### config.mk
export PLATFORM = sky130hd
export DESIGN_NAME = coverage_alpha_compositor
export DESIGN_NICKNAME = d
export VERILOG_FILES = /design/src/sv/cac_pkg.sv /design/src/sv/cac_front.sv /design/src/sv/cac_queue.sv /design/src/sv/cac_back.sv /design/src/sv/coverage_alpha_compositor.sv
export SDC_FILE = /design/constraint.sdc
export NUM_CORES = 2
export LEC_CHECK = 0
export ABC_AREA = 1
export ABC_CLOCK_PERIOD_IN_PS = 42000
export BUFFER_PORTS_ARGS = -buffer_cell sky130_fd_sc_hd__buf_2
export CAP_MARGIN = 5
export CORE_MARGIN = 2
export CORE_UTILIZATION = 40
export DETAILED_ROUTE_END_ITERATION = 10
export PLACE_DENSITY_LB_ADDON = 0.2
export SYNTH_ARGS = -nofsm -noshare
export SYNTH_HDL_FRONTEND = slang
export SYNTH_SLANG_ARGS = --single-unit
export TNS_END_PERCENT = 50
### constraint.sdc
create_clock -name i_clk -period 42 [get_ports i_clk]
set_input_delay 8.4 -clock i_clk [delete_from_list [all_inputs] [get_ports i_clk]]
set_output_delay 8.4 -clock i_clk [all_outputs]
set_load 0.1 [all_outputs]
### src/sv/cac_pkg.sv
// ----------------------------------------------------------------------------
// cac_pkg
// Shared types, register codes and helpers for the coverage alpha compositor.
// ----------------------------------------------------------------------------
package cac_pkg;

    // register indexes on the configuration port (byte address / 4)
    localparam logic [2:0] REG_RED    = 3'd0;
    localparam logic [2:0] REG_GREEN  = 3'd1;
    localparam logic [2:0] REG_BLUE   = 3'd2;
    localparam logic [2:0] REG_ALPHA  = 3'd3;
    localparam logic [2:0] REG_UNDER  = 3'd4;
    localparam logic [2:0] REG_WIDTH  = 3'd5;
    localparam logic [2:0] REG_HEIGHT = 3'd6;

    // fragment queue between the front and the back
    localparam int QDEPTH = 4;
    localparam int QPTR_W = $clog2(QDEPTH);
    localparam int QCNT_W = $clog2(QDEPTH + 1);

    // stages in the back pipeline, output register included
    localparam int BACK_STAGES = 4;

    // live configuration as seen by the datapath
    typedef struct packed {
        logic [7:0]  red;
        logic [7:0]  green;
        logic [7:0]  blue;
        logic [7:0]  alpha;
        logic        under;
        logic [13:0] w_lim;
        logic [13:0] h_lim;
    } t_cfg;

    // one classified fragment waiting in the queue
    typedef struct packed {
        logic [31:0] dst;
        logic [15:0] prod;
        logic        skip;
    } t_frag;

    // queue status toward both sides
    typedef struct packed {
        logic full;
        logic empty;
    } t_qstat;

    // truncating divide by 255 for a product of two bytes
    function automatic logic [7:0] div255(input logic [15:0] p);
        logic [16:0] s;
        s = {1'b0, p} + {9'b0, p[15:8]} + 17'd1;
        return s[15:8];
    endfunction

endpackage

### src/sv/cac_front.sv
// ----------------------------------------------------------------------------
// cac_front
// Accepts pixel beats, checks surface bounds and skip conditions, forms the
// coverage times paint alpha product and pushes the fragment to the queue.
// ----------------------------------------------------------------------------
module cac_front
    import cac_pkg::*;
(
    input  logic              i_valid,
    input  logic signed [13:0] i_pixel_x,
    input  logic signed [13:0] i_pixel_y,
    input  logic [7:0]        i_coverage,
    input  logic [31:0]       i_dst_pixel,
    input  t_cfg              i_cfg,
    input  t_qstat            i_qstat,
    output logic              o_stall,
    output logic              o_push,
    output t_frag             o_entry
);

    logic x_ok;
    logic y_ok;

    // bounds: negative coordinates are outside
    assign x_ok = !i_pixel_x[13] && ({1'b0, i_pixel_x[12:0]} < i_cfg.w_lim);
    assign y_ok = !i_pixel_y[13] && ({1'b0, i_pixel_y[12:0]} < i_cfg.h_lim);

    // handshake toward the source
    assign o_stall = i_qstat.full;
    assign o_push  = i_valid && !i_qstat.full;

    // fragment record
    always_comb begin
        o_entry.dst  = i_dst_pixel;
        o_entry.prod = i_coverage * i_cfg.alpha;
        o_entry.skip = !x_ok || !y_ok || (i_cfg.alpha == 8'd0) || (i_coverage == 8'd0);
    end

endmodule

### src/sv/cac_queue.sv
// ----------------------------------------------------------------------------
// cac_queue
// Small register queue that decouples classification from compositing.
// ----------------------------------------------------------------------------
module cac_queue
    import cac_pkg::*;
(
    input  logic   i_clk,
    input  logic   i_rst_n,
    input  logic   i_push,
    input  t_frag  i_entry,
    input  logic   i_pop,
    output t_frag  o_head,
    output t_qstat o_qstat
);

    t_frag              r_mem [QDEPTH];
    logic [QPTR_W-1:0]  r_wr_ptr;
    logic [QPTR_W-1:0]  r_rd_ptr;
    logic [QCNT_W-1:0]  r_count;
    logic [QCNT_W-1:0]  n_count;
    logic               do_push;
    logic               do_pop;

    assign do_push = i_push && !o_qstat.full;
    assign do_pop  = i_pop && !o_qstat.empty;

    assign o_qstat.full  = (r_count == QCNT_W'(QDEPTH));
    assign o_qstat.empty = (r_count == '0);
    assign o_head        = r_mem[r_rd_ptr];

    // occupancy
    always_comb begin
        n_count = r_count;
        if (do_push && !do_pop) begin
            n_count = r_count + 1'b1;
        end else if (do_pop && !do_push) begin
            n_count = r_count - 1'b1;
        end
    end

    // pointers and count
    always_ff @(posedge i_clk) begin
        if (!i_rst_n) begin
            r_wr_ptr <= '0;
            r_rd_ptr <= '0;
            r_count  <= '0;
        end else begin
            r_count <= n_count;
            if (do_push) begin
                r_wr_ptr <= r_wr_ptr + 1'b1;
            end
            if (do_pop) begin
                r_rd_ptr <= r_rd_ptr + 1'b1;
            end
        end
    end

    // storage
    always_ff @(posedge i_clk) begin
        if (do_push) begin
            r_mem[r_wr_ptr] <= i_entry;
        end
    end

endmodule

### src/sv/cac_back.sv
// ----------------------------------------------------------------------------
// cac_back
// Compositing pipeline: fragment alpha, channel products, divides by 255 and
// the final over or under blend, ending in the output register.
// ----------------------------------------------------------------------------
module cac_back
    import cac_pkg::*;
(
    input  logic        i_clk,
    input  logic        i_rst_n,
    input  t_frag       i_head,
    input  t_qstat      i_qstat,
    input  t_cfg        i_cfg,
    input  logic        i_stall,
    output logic        o_pop,
    output logic        o_valid,
    output logic [31:0] o_new_pixel,
    output logic        o_write_enable
);

    logic        adv;
    logic        r_v1, r_v2, r_v3, r_v4;

    // stage 1 registers
    logic [31:0] r1_dst;
    logic [7:0]  r1_sa;
    logic        r1_skip;
    logic [7:0]  sa;

    // stage 2 registers
    logic [31:0] r2_dst;
    logic [7:0]  r2_sa;
    logic [7:0]  r2_id;
    logic        r2_skip;
    logic [15:0] r2_p [3];
    logic [15:0] r2_q [4];
    logic [15:0] r2_a;
    logic [15:0] n2_p [3];
    logic [15:0] n2_q [4];
    logic [7:0]  is_w;
    logic [7:0]  id_w;

    // stage 3 registers
    logic [31:0] r3_dst;
    logic [7:0]  r3_sa;
    logic        r3_skip;
    logic [7:0]  r3_dp [3];
    logic [7:0]  r3_dq [4];
    logic [15:0] r3_u [3];
    logic [7:0]  r3_da;
    logic [7:0]  n3_dp [3];
    logic [7:0]  n3_dq [4];
    logic [15:0] n3_u [3];

    // output stage
    logic [31:0] r_pixel;
    logic        r_we;
    logic [31:0] n_pixel;

    // whole pipeline moves unless the output beat is held
    assign adv   = !(r_v4 && i_stall);
    assign o_pop = adv && !i_qstat.empty;

    // valid chain
    always_ff @(posedge i_clk) begin
        if (!i_rst_n) begin
            r_v1 <= 1'b0;
            r_v2 <= 1'b0;
            r_v3 <= 1'b0;
            r_v4 <= 1'b0;
        end else if (adv) begin
            r_v1 <= o_pop;
            r_v2 <= r_v1;
            r_v3 <= r_v2;
            r_v4 <= r_v3;
        end
    end

    // stage 1: fragment alpha
    assign sa = div255(i_head.prod);

    always_ff @(posedge i_clk) begin
        if (adv) begin
            r1_dst  <= i_head.dst;
            r1_sa   <= sa;
            r1_skip <= i_head.skip || (sa == 8'd0);
        end
    end

    // stage 2: paint and destination products
    assign is_w = 8'd255 - r1_sa;
    assign id_w = 8'd255 - r1_dst[31:24];

    always_comb begin
        n2_p[0] = i_cfg.red   * r1_sa;
        n2_p[1] = i_cfg.green * r1_sa;
        n2_p[2] = i_cfg.blue  * r1_sa;
        for (int i = 0; i < 4; i++) begin
            n2_q[i] = r1_dst[8*i +: 8] * is_w;
        end
    end

    always_ff @(posedge i_clk) begin
        if (adv) begin
            r2_dst  <= r1_dst;
            r2_sa   <= r1_sa;
            r2_id   <= id_w;
            r2_skip <= r1_skip;
            r2_p    <= n2_p;
            r2_q    <= n2_q;
            r2_a    <= r1_sa * id_w;
        end
    end

    // stage 3: first divides, under-mode second product
    always_comb begin
        for (int i = 0; i < 3; i++) begin
            n3_dp[i] = div255(r2_p[i]);
            n3_u[i]  = n3_dp[i] * r2_id;
        end
        for (int i = 0; i < 4; i++) begin
            n3_dq[i] = div255(r2_q[i]);
        end
    end

    always_ff @(posedge i_clk) begin
        if (adv) begin
            r3_dst  <= r2_dst;
            r3_sa   <= r2_sa;
            r3_skip <= r2_skip;
            r3_dp   <= n3_dp;
            r3_dq   <= n3_dq;
            r3_u    <= n3_u;
            r3_da   <= div255(r2_a);
        end
    end

    // stage 4: blend, channels wrap to 8 bits
    always_comb begin
        n_pixel = r3_dst;
        if (!r3_skip) begin
            if (i_cfg.under) begin
                for (int i = 0; i < 3; i++) begin
                    n_pixel[8*i +: 8] = r3_dst[8*i +: 8] + div255(r3_u[i]);
                end
                n_pixel[31:24] = r3_dst[31:24] + r3_da;
            end else begin
                for (int i = 0; i < 3; i++) begin
                    n_pixel[8*i +: 8] = r3_dp[i] + r3_dq[i];
                end
                n_pixel[31:24] = r3_sa + r3_dq[3];
            end
        end
    end

    always_ff @(posedge i_clk) begin
        if (adv) begin
            r_pixel <= n_pixel;
            r_we    <= !r3_skip;
        end
    end

    assign o_valid        = r_v4;
    assign o_new_pixel    = r_pixel;
    assign o_write_enable = r_we;

endmodule

### src/sv/coverage_alpha_compositor.sv
// ----------------------------------------------------------------------------
// coverage_alpha_compositor
// Blends a paint colour, scaled by glyph coverage, over or under a
// premultiplied RGBA8888 destination pixel.
// ----------------------------------------------------------------------------
//  channel   direction  handshake                    payload
//  in        sink       i_in_valid / o_in_stall      i_pixel_x, i_pixel_y,
//                                                    i_coverage, i_dst_pixel
//  out       source     o_out_valid / i_out_stall    o_new_pixel,
//                                                    o_write_enable
//  config    sink       psel/penable/pwrite/pready   paddr, pwdata, prdata
//
//  one beat per cycle in and out while neither side stalls; an accepted beat
//  is written to the queue at the accepting edge, then passes four back stages
//  a four-entry fragment queue keeps input taking beats while the output
//  is stalled; o_in_stall rises only when the queue is full
//  synchronous active-low reset clears control state and loads register
//  defaults; the datapath registers are not reset
// ----------------------------------------------------------------------------
module coverage_alpha_compositor
    import cac_pkg::*;
#(
    parameter int MAX_SURFACE = 4096
)
(
    input  logic               i_clk,
    input  logic               i_rst_n,
    // pixel input
    input  logic               i_in_valid,
    output logic               o_in_stall,
    input  logic signed [13:0] i_pixel_x,
    input  logic signed [13:0] i_pixel_y,
    input  logic [7:0]         i_coverage,
    input  logic [31:0]        i_dst_pixel,
    // result output
    output logic               o_out_valid,
    input  logic               i_out_stall,
    output logic [31:0]        o_new_pixel,
    output logic               o_write_enable,
    // register port
    input  logic               psel,
    input  logic               penable,
    input  logic               pwrite,
    input  logic [4:0]         paddr,
    input  logic [31:0]        pwdata,
    output logic [31:0]        prdata,
    output logic               pready
);

    localparam logic [13:0] MAX_LIM = 14'(MAX_SURFACE);
    localparam int          INFLIGHT_MAX = QDEPTH + BACK_STAGES;
    localparam int          INFLIGHT_W = $clog2(INFLIGHT_MAX + 1);

    logic [7:0]  r_red;
    logic [7:0]  r_green;
    logic [7:0]  r_blue;
    logic [7:0]  r_alpha;
    logic        r_under;
    logic [12:0] r_width;
    logic [12:0] r_height;
    logic [2:0]  reg_idx;
    logic        cfg_wr;
    t_cfg        cfg;

    logic        push;
    t_frag       entry;
    logic        pop;
    t_frag       head;
    t_qstat      qstat;

    logic        in_acc;
    logic        out_acc;
    logic [INFLIGHT_W-1:0] r_inflight;

    // register port
    assign pready  = 1'b1;
    assign reg_idx = paddr[4:2];
    assign cfg_wr  = psel && penable && pwrite && pready;

    always_ff @(posedge i_clk) begin
        if (!i_rst_n) begin
            r_red    <= 8'd0;
            r_green  <= 8'd0;
            r_blue   <= 8'd0;
            r_alpha  <= 8'd255;
            r_under  <= 1'b0;
            r_width  <= 13'd4096;
            r_height <= 13'd4096;
        end else if (cfg_wr) begin
            unique case (reg_idx)
                REG_RED:    r_red    <= pwdata[7:0];
                REG_GREEN:  r_green  <= pwdata[7:0];
                REG_BLUE:   r_blue   <= pwdata[7:0];
                REG_ALPHA:  r_alpha  <= pwdata[7:0];
                REG_UNDER:  r_under  <= pwdata[0];
                REG_WIDTH:  r_width  <= pwdata[12:0];
                REG_HEIGHT: r_height <= pwdata[12:0];
                default: begin
                end
            endcase
        end
    end

    // read back
    always_comb begin
        unique case (reg_idx)
            REG_RED:    prdata = {24'd0, r_red};
            REG_GREEN:  prdata = {24'd0, r_green};
            REG_BLUE:   prdata = {24'd0, r_blue};
            REG_ALPHA:  prdata = {24'd0, r_alpha};
            REG_UNDER:  prdata = {31'd0, r_under};
            REG_WIDTH:  prdata = {19'd0, r_width};
            REG_HEIGHT: prdata = {19'd0, r_height};
            default:    prdata = 32'd0;
        endcase
    end

    // live configuration, surface size saturated to the maximum
    always_comb begin
        cfg.red   = r_red;
        cfg.green = r_green;
        cfg.blue  = r_blue;
        cfg.alpha = r_alpha;
        cfg.under = r_under;
        cfg.w_lim = ({1'b0, r_width}  > MAX_LIM) ? MAX_LIM : {1'b0, r_width};
        cfg.h_lim = ({1'b0, r_height} > MAX_LIM) ? MAX_LIM : {1'b0, r_height};
    end

    // classification
    cac_front u_front (
        .i_valid     (i_in_valid),
        .i_pixel_x   (i_pixel_x),
        .i_pixel_y   (i_pixel_y),
        .i_coverage  (i_coverage),
        .i_dst_pixel (i_dst_pixel),
        .i_cfg       (cfg),
        .i_qstat     (qstat),
        .o_stall     (o_in_stall),
        .o_push      (push),
        .o_entry     (entry)
    );

    // fragment queue
    cac_queue u_queue (
        .i_clk   (i_clk),
        .i_rst_n (i_rst_n),
        .i_push  (push),
        .i_entry (entry),
        .i_pop   (pop),
        .o_head  (head),
        .o_qstat (qstat)
    );

    // compositing
    cac_back u_back (
        .i_clk          (i_clk),
        .i_rst_n        (i_rst_n),
        .i_head         (head),
        .i_qstat        (qstat),
        .i_cfg          (cfg),
        .i_stall        (i_out_stall),
        .o_pop          (pop),
        .o_valid        (o_out_valid),
        .o_new_pixel    (o_new_pixel),
        .o_write_enable (o_write_enable)
    );

    // beats held inside the block
    assign in_acc  = i_in_valid && !o_in_stall;
    assign out_acc = o_out_valid && !i_out_stall;

    always_ff @(posedge i_clk) begin
        if (!i_rst_n) begin
            r_inflight <= '0;
        end else begin
            r_inflight <= r_inflight + INFLIGHT_W'(in_acc) - INFLIGHT_W'(out_acc);
        end
    end

    // checks
    a_no_overfill: assert property (@(posedge i_clk) disable iff (!i_rst_n)
        in_acc |-> (r_inflight < INFLIGHT_W'(INFLIGHT_MAX)))
        else $error("beat accepted with block full");

    a_out_has_source: assert property (@(posedge i_clk) disable iff (!i_rst_n)
        o_out_valid |-> (r_inflight != '0))
        else $error("output beat with nothing in flight");

    a_stall_when_full: assert property (@(posedge i_clk) disable iff (!i_rst_n)
        o_in_stall |-> (r_inflight >= INFLIGHT_W'(QDEPTH)))
        else $error("input stalled while queue cannot be full");

endmodule

# After elaboration in Yosys (flattened, before gate mapping)
# Memories as Yosys holds them, arrays and structs flattened. A register that Yosys moved wholly into a read port is not among the register bits.
# Index checks and enable logic that the tools add are counted.
# W data, S select, Z words.
# totals
word_cells	156
in_bits	112
reg_bits	474
latch_bits	0
memories	1
mem_bits_rw	196
mem_bits_ro	0
output_inout_bits	68
# op_classes
shift	0
add_sub_neg	38
multipliers	12
bitwise_logic	0
n_reduce_logical	38
muxes	11
n_eq_ne	7
n_div	0
magnitude_cmp	4
# mem_list
memory	depth	word_bits	read_ports	rd_ports_with_merged_regs	wr	line_no	text
u_queue.r_mem	4	49	1	1	1	cac_queue.sv:17	t_frag r_mem [QDEPTH];
# op_table
operator	count
$add A16 B1 Y16 const B	12
$add A16 B8 Y16	12
$mul A8 B8 Y16	12
$pmux W13 S7	1
$add A8 B8 Y8	8
$mux W32	2
$gt A13 B13 Y1 const B	2
$lt A13 B13 Y1	2
$mux W13	2
$logic_not A8 Y1	3
$sub A8 B8 Y8 const A	2
$reduce_and A2 Y1	7
$eq A3 B3 Y1 const B	4
$logic_and A1 B1 Y1	11
$logic_not A1 Y1	10
$eq A3 B2 Y1 const B	2
$logic_not A3 Y1	2
$mux W3	2
$add A2 B1 Y2 const B	2
$logic_or A1 B1 Y1	4
$mux W2	2
$add A3 B1 Y3 const B	1
$eq A3 B1 Y1 const B	1
$sub A3 B1 Y3 const B	1
2 further kinds	3

# Longest topological paths before layout
# logic_depth
word_depth	8
mapped_depth	30
mapped_depth_nobuf	30

# Cells and area by module
# Synthesis repeated with hierarchy kept, for this count alone.
# hier_totals
cells_unflattened	6176
hier_area_um2	55683.4
# by_module_without_submodules
mod	cells_per_inst	instances	area_each_um2	seq_area_each_um2
cac_back	4638	1	41524.8	12211.7
cac_queue	544	1	7747.4	6065.8
cac_front	523	1	3343.2	0.0
coverage_alpha_compositor	471	1	3067.9	1181.1

# Worst setup path before layout
# Ideal clock, no wire load.
# synth_timing
path_kind	input port to flip-flop
start	input port i_out_stall
end	register u_queue.r_count[1]
arrival_ns	19.742
path_slack_ns	22.142
cell_stages	7
setup_time_ns	0.116
t_required_ns	41.884
path_cell_list	nand2_1 > o31ai_1 > ha_1 > inv_1 > fa_1 > o21ai_0 > nor2_1
# synth_via
elab_chain_len	7
# synth_rtl
element	line_no	text
start: declaration	coverage_alpha_compositor.sv:37	input logic i_out_stall,
$logic_and A1 B1 Y1	cac_back.sv:61	assign adv = !(r_v4 && i_stall);
$logic_not A1 Y1	cac_back.sv:61	
$logic_and A1 B1 Y1	cac_back.sv:62	assign o_pop = adv && !i_qstat.empty;
$logic_and A1 B1 Y1	cac_queue.sv:26	assign do_pop = i_pop && !o_qstat.empty;
$logic_not A1 Y1	cac_queue.sv:35	if (do_push && !do_pop) begin
$logic_and A1 B1 Y1	cac_queue.sv:35	
$mux W3	cac_queue.sv:35	
via u_queue.n_count[1]	cac_queue.sv:21	logic [QCNT_W-1:0] n_count;
end signal: assignment	cac_queue.sv:49	r_count <= n_count;
end: declaration	cac_queue.sv:20	logic [QCNT_W-1:0] r_count;
# The timed path passes the listed nets, and every way through them passes these cells.
# A chain may end at the register's enable or synchronous reset.

# Worst setup path after layout
# layout_timing
start	input port paddr[2]
end	output port prdata[4]
# layout_via
elab_chain_len	2
# layout_rtl
element	line_no	text
start: declaration	coverage_alpha_compositor.sv:44	input logic [4:0] paddr,
$eq A3 B3 Y1 (tied with other cells)	coverage_alpha_compositor.sv:106	unique case (reg_idx)
$pmux W13 S7 (*)	coverage_alpha_compositor.sv:106	
end: declaration	coverage_alpha_compositor.sv:46	output logic [31:0] prdata,
# Every way passes the cells marked *; elsewhere a longest branch is shown, timed or not.

==> summary.md <==
| Metric | Value |
|---|---|
| Setup_tns | `0 ns` |
| Post-route minimum period | `18.48 ns` |
| Final Cycle Share | `0.440` |
| Fraction of synthesis flops using an asynchronous set or reset pin | `0` |
| Iteration count of the initial detailed-routing pass | `5` |
| Post-CTS setup buffer count | `0` |
| Synth unique cells | `55` |
| Critical path arrival | `10.08 ns` |
| Critical path data required time | `33.60 ns` |
| Clock buffer count from CTS | `79` |
| Number of core rows | `134` |
| Synthesized netlist cell count | `5745` |
| Reg-to-Reg End | `u_back.r3_u[46]$_DFFE_PN_` |
| Clock sink count | `672` |
| Unrepaired setup endpoints after global routing | `false` |
| Worst setup SP type | `input pin` |
| Area of the die | `138000 um2` |
| Outcome | `complete, no violations` |
| DP Worst Slack | `23.56 ns` |
| DRC marker count from the first detailed-route iteration | `2253` |
| Post-cts gate resize count | `0` |
| Hold_ws | `0.399 ns` |
| Number of global-route vias before repair | `39311` |
| Worst hold path startpoint | `u_back.r2_dst[0]$_DFFE_PN_` |
| Via count | `38243` |
| Critical setup path kind | `input pin to output pin` |
| Placed cell count | `7509` |
| Initial Util | `0.403` |
| End point of the most critical hold path | `u_back.r3_dst[0]$_DFFE_PN_` |
| Number of failing setup endpoints in the final timing report | `0` |
| #FFs+latches synth | `672` |
| Final number of max-transition violations | `0` |
| Hold Path Depth | `0` |
| Commonest cells after routing, fill and taps aside | `sky130_fd_sc_hd__inv_1, sky130_fd_sc_hd__nand2_1, sky130_fd_sc_hd__nor2_1` |
| Slew margin rel. | `0.282` |
| Later-pin clock latency in the skew report | `0.70 ns` |
| Primary FF master, synth | `sky130_fd_sc_hd__edfxtp_1` |
| Endpoint kind of the worst setup timing path | `output pin` |
| Ports | `180` |
| Most common cell after layout, fill and taps aside | `sky130_fd_sc_hd__inv_1` |
| Die span in y | `371 um` |
| HPWL Detailed | `97000 um` |
| PortBufs | `138` |
| Final cell count without fillers | `7656` |
| Syn_area_per_cell | `9.38 um2` |
| Clk pin slew, worst setup/hold paths | `0.06 ns` |
| Number of nets at the end of the flow | `6976` |
| Post-Route WL | `130000 um` |
| Layout overhead on the synthesized area | `9.59%` |
| Total congestion overflow after global routing | `0` |
| Sequential element share of the synthesized area | `0.361` |
| Mapped Area | `53900 um2` |
| Bufs on Longest Clock Path | `3` |
| Pin count of the biggest net entering global routing | `151` |
| Top achievable clock speed | `54.1 MHz` |
| Routed wire per std cell | `17.0 um` |
| Hold/Removal Path Class | `flop to flop` |
| Die W | `371 um` |
| Antenna violation net count after detailed routing | `0` |
| Worst reg-to-reg setup slack | `35.86 ns` |
| Gr usage total | `0.195` |
| Hold-fix buffers, CTS | `0` |
| Layout cells sized above 1 | `0.0630` |
| Pin slew with the least headroom to its limit | `1.08 ns` |
| FILL cells | `12918` |
| H-Tree Level Count | `3` |
| Count of synthesis-stage warnings from yosys | `0` |
| Launch instance of the worst register-to-register path | `u_back.r2_p[45]$_DFFE_PN_` |
| Setup WS post-layout | `23.52 ns` |
| Number of hold violations in the final report | `0` |
| Number of synthesized flops with an enable pin | `600` |
| Placeable Area | `134000 um2` |
| Number of antenna violations at the first check in global routing | `9` |
| DR DRC count | `0` |
| Post-detailed-route via-to-cell ratio | `5.00` |
| Max-cap viol count | `0` |
| Peak fanout along the critical path | `6` |
| Logic depth of the worst register-to-register path | `26` |
| Placer Congestion | `0.840` |
| Clock tree from TritonCTS | `built` |
| Worst-case clock skew | `0.0531 ns` |
| Root Driver | `sky130_fd_sc_hd__clkbuf_16` |
| Global-route wire length before repair | `212000 um` |
==> critical path, cell delays in order <==
cell and delay (ns):
sky130_fd_sc_hd__buf_2 0.15, sky130_fd_sc_hd__inv_1 0.10, sky130_fd_sc_hd__nor3_2 0.31, sky130_fd_sc_hd__inv_1 0.19
sky130_fd_sc_hd__o22ai_1 0.25, sky130_fd_sc_hd__a221oi_1 0.08, sky130_fd_sc_hd__nand3_1 0.16, sky130_fd_sc_hd__buf_2 0.45
==> cell families after synthesis <==
family / count (synthesis) / synth area share
flops: 672 / 0.361
simple gates: 1880 / 0.140
xor+xnor: 193 / 0.0318
other cells: 2 / 0.000139
compound gates: 749 / 0.0773
buf+inv: 1207 / 0.0861
fa+ha+maj: 1042 / 0.303
==> layout make-up <==
class,instances,area [um2],area share
multi-input cells,3884,29900,0.506
clock buffers,90,2070,0.0350
clock inverters,55,652,0.0110
repair buffers,172,958,0.0162
diodes,2,5.00,0.0000848
inverters,1013,3800,0.0644
well taps,1768,2210,0.0375
flip-flops and latches,672,19500,0.330
==> Yosys cell counts, types with 35 or more instances <==
library cell	count	area, um2
sky130_fd_sc_hd__ha_1	601	7520
sky130_fd_sc_hd__edfxtp_1	600	18000
sky130_fd_sc_hd__xnor2_1	71	622
sky130_fd_sc_hd__xor2_1	119	1040
sky130_fd_sc_hd__inv_1	989	3710
sky130_fd_sc_hd__nand4_1	35	219
sky130_fd_sc_hd__dfxtp_1	72	1440
sky130_fd_sc_hd__o21ai_0	267	1340
sky130_fd_sc_hd__nand3_1	114	571
sky130_fd_sc_hd__nand2_1	973	3650
sky130_fd_sc_hd__a31oi_1	42	263
sky130_fd_sc_hd__a21oi_1	279	1400
sky130_fd_sc_hd__nor2_1	672	2520
sky130_fd_sc_hd__o22ai_1	48	300
sky130_fd_sc_hd__fa_1	441	8830
sky130_fd_sc_hd__clkbuf_1	146	548
==> flip-flops by register name, indices dropped and copies added, names as in the netlist, 13 cells and up, named ones only <==
signal              flops
u_queue.r_mem         196
u_back.r2_q            64
u_back.r2_p            48
u_back.r3_u            48
u_back.o_new_pixel     32
u_back.r1_dst          32
u_back.r2_dst          32
u_back.r3_dq           32
u_back.r3_dst          32
u_back.r3_dp           24
u_back.r2_a            16
r_height               13
r_width                13
==> through the flow <==
| step | utilization | instance area [um2] |
|---|---|---|
| 2_1_floorplan | - | 53900 |
| 3_3_place_gp | 0.421 | 56300 |
| 3_5_place_dp | 0.421 | 56300 |
| 4_1_cts | 0.442 | 59000 |
| 5_1_grt | 0.442 | 59000 |
| 6_report | 0.442 | 59000 |
==> layer usage <==
metal | track usage | vias to the layer above | routed length (um)
met2 | 0.326 | 703 | 61200
li1 | - | 18715 | -
met5 | 0 | - | 64
met3 | 0.0317 | 152 | 6320
met1 | 0.264 | 18663 | 60000
met4 | 0.0493 | 10 | 2440
==> how the worst max path moves through the flow <==
stage | cells after the start | to | from | slack [ns]
2_1_floorplan | 7 | u_queue.r_count[1]$_SDFFE_PN0P_ | i_out_stall | 22.14
3_3_place_gp | 8 | prdata[2] | paddr[4] | 23.55
3_5_place_dp | 8 | prdata[2] | paddr[4] | 23.56
4_1_cts | 8 | prdata[2] | paddr[4] | 23.55
5_1_grt | 8 | prdata[2] | paddr[4] | 23.44
6_report | 8 | prdata[4] | paddr[2] | 23.52
Power is left out: the tool's default activity adds up to more than one toggle a clock period on the data nets, which glitch-free logic cannot reach.
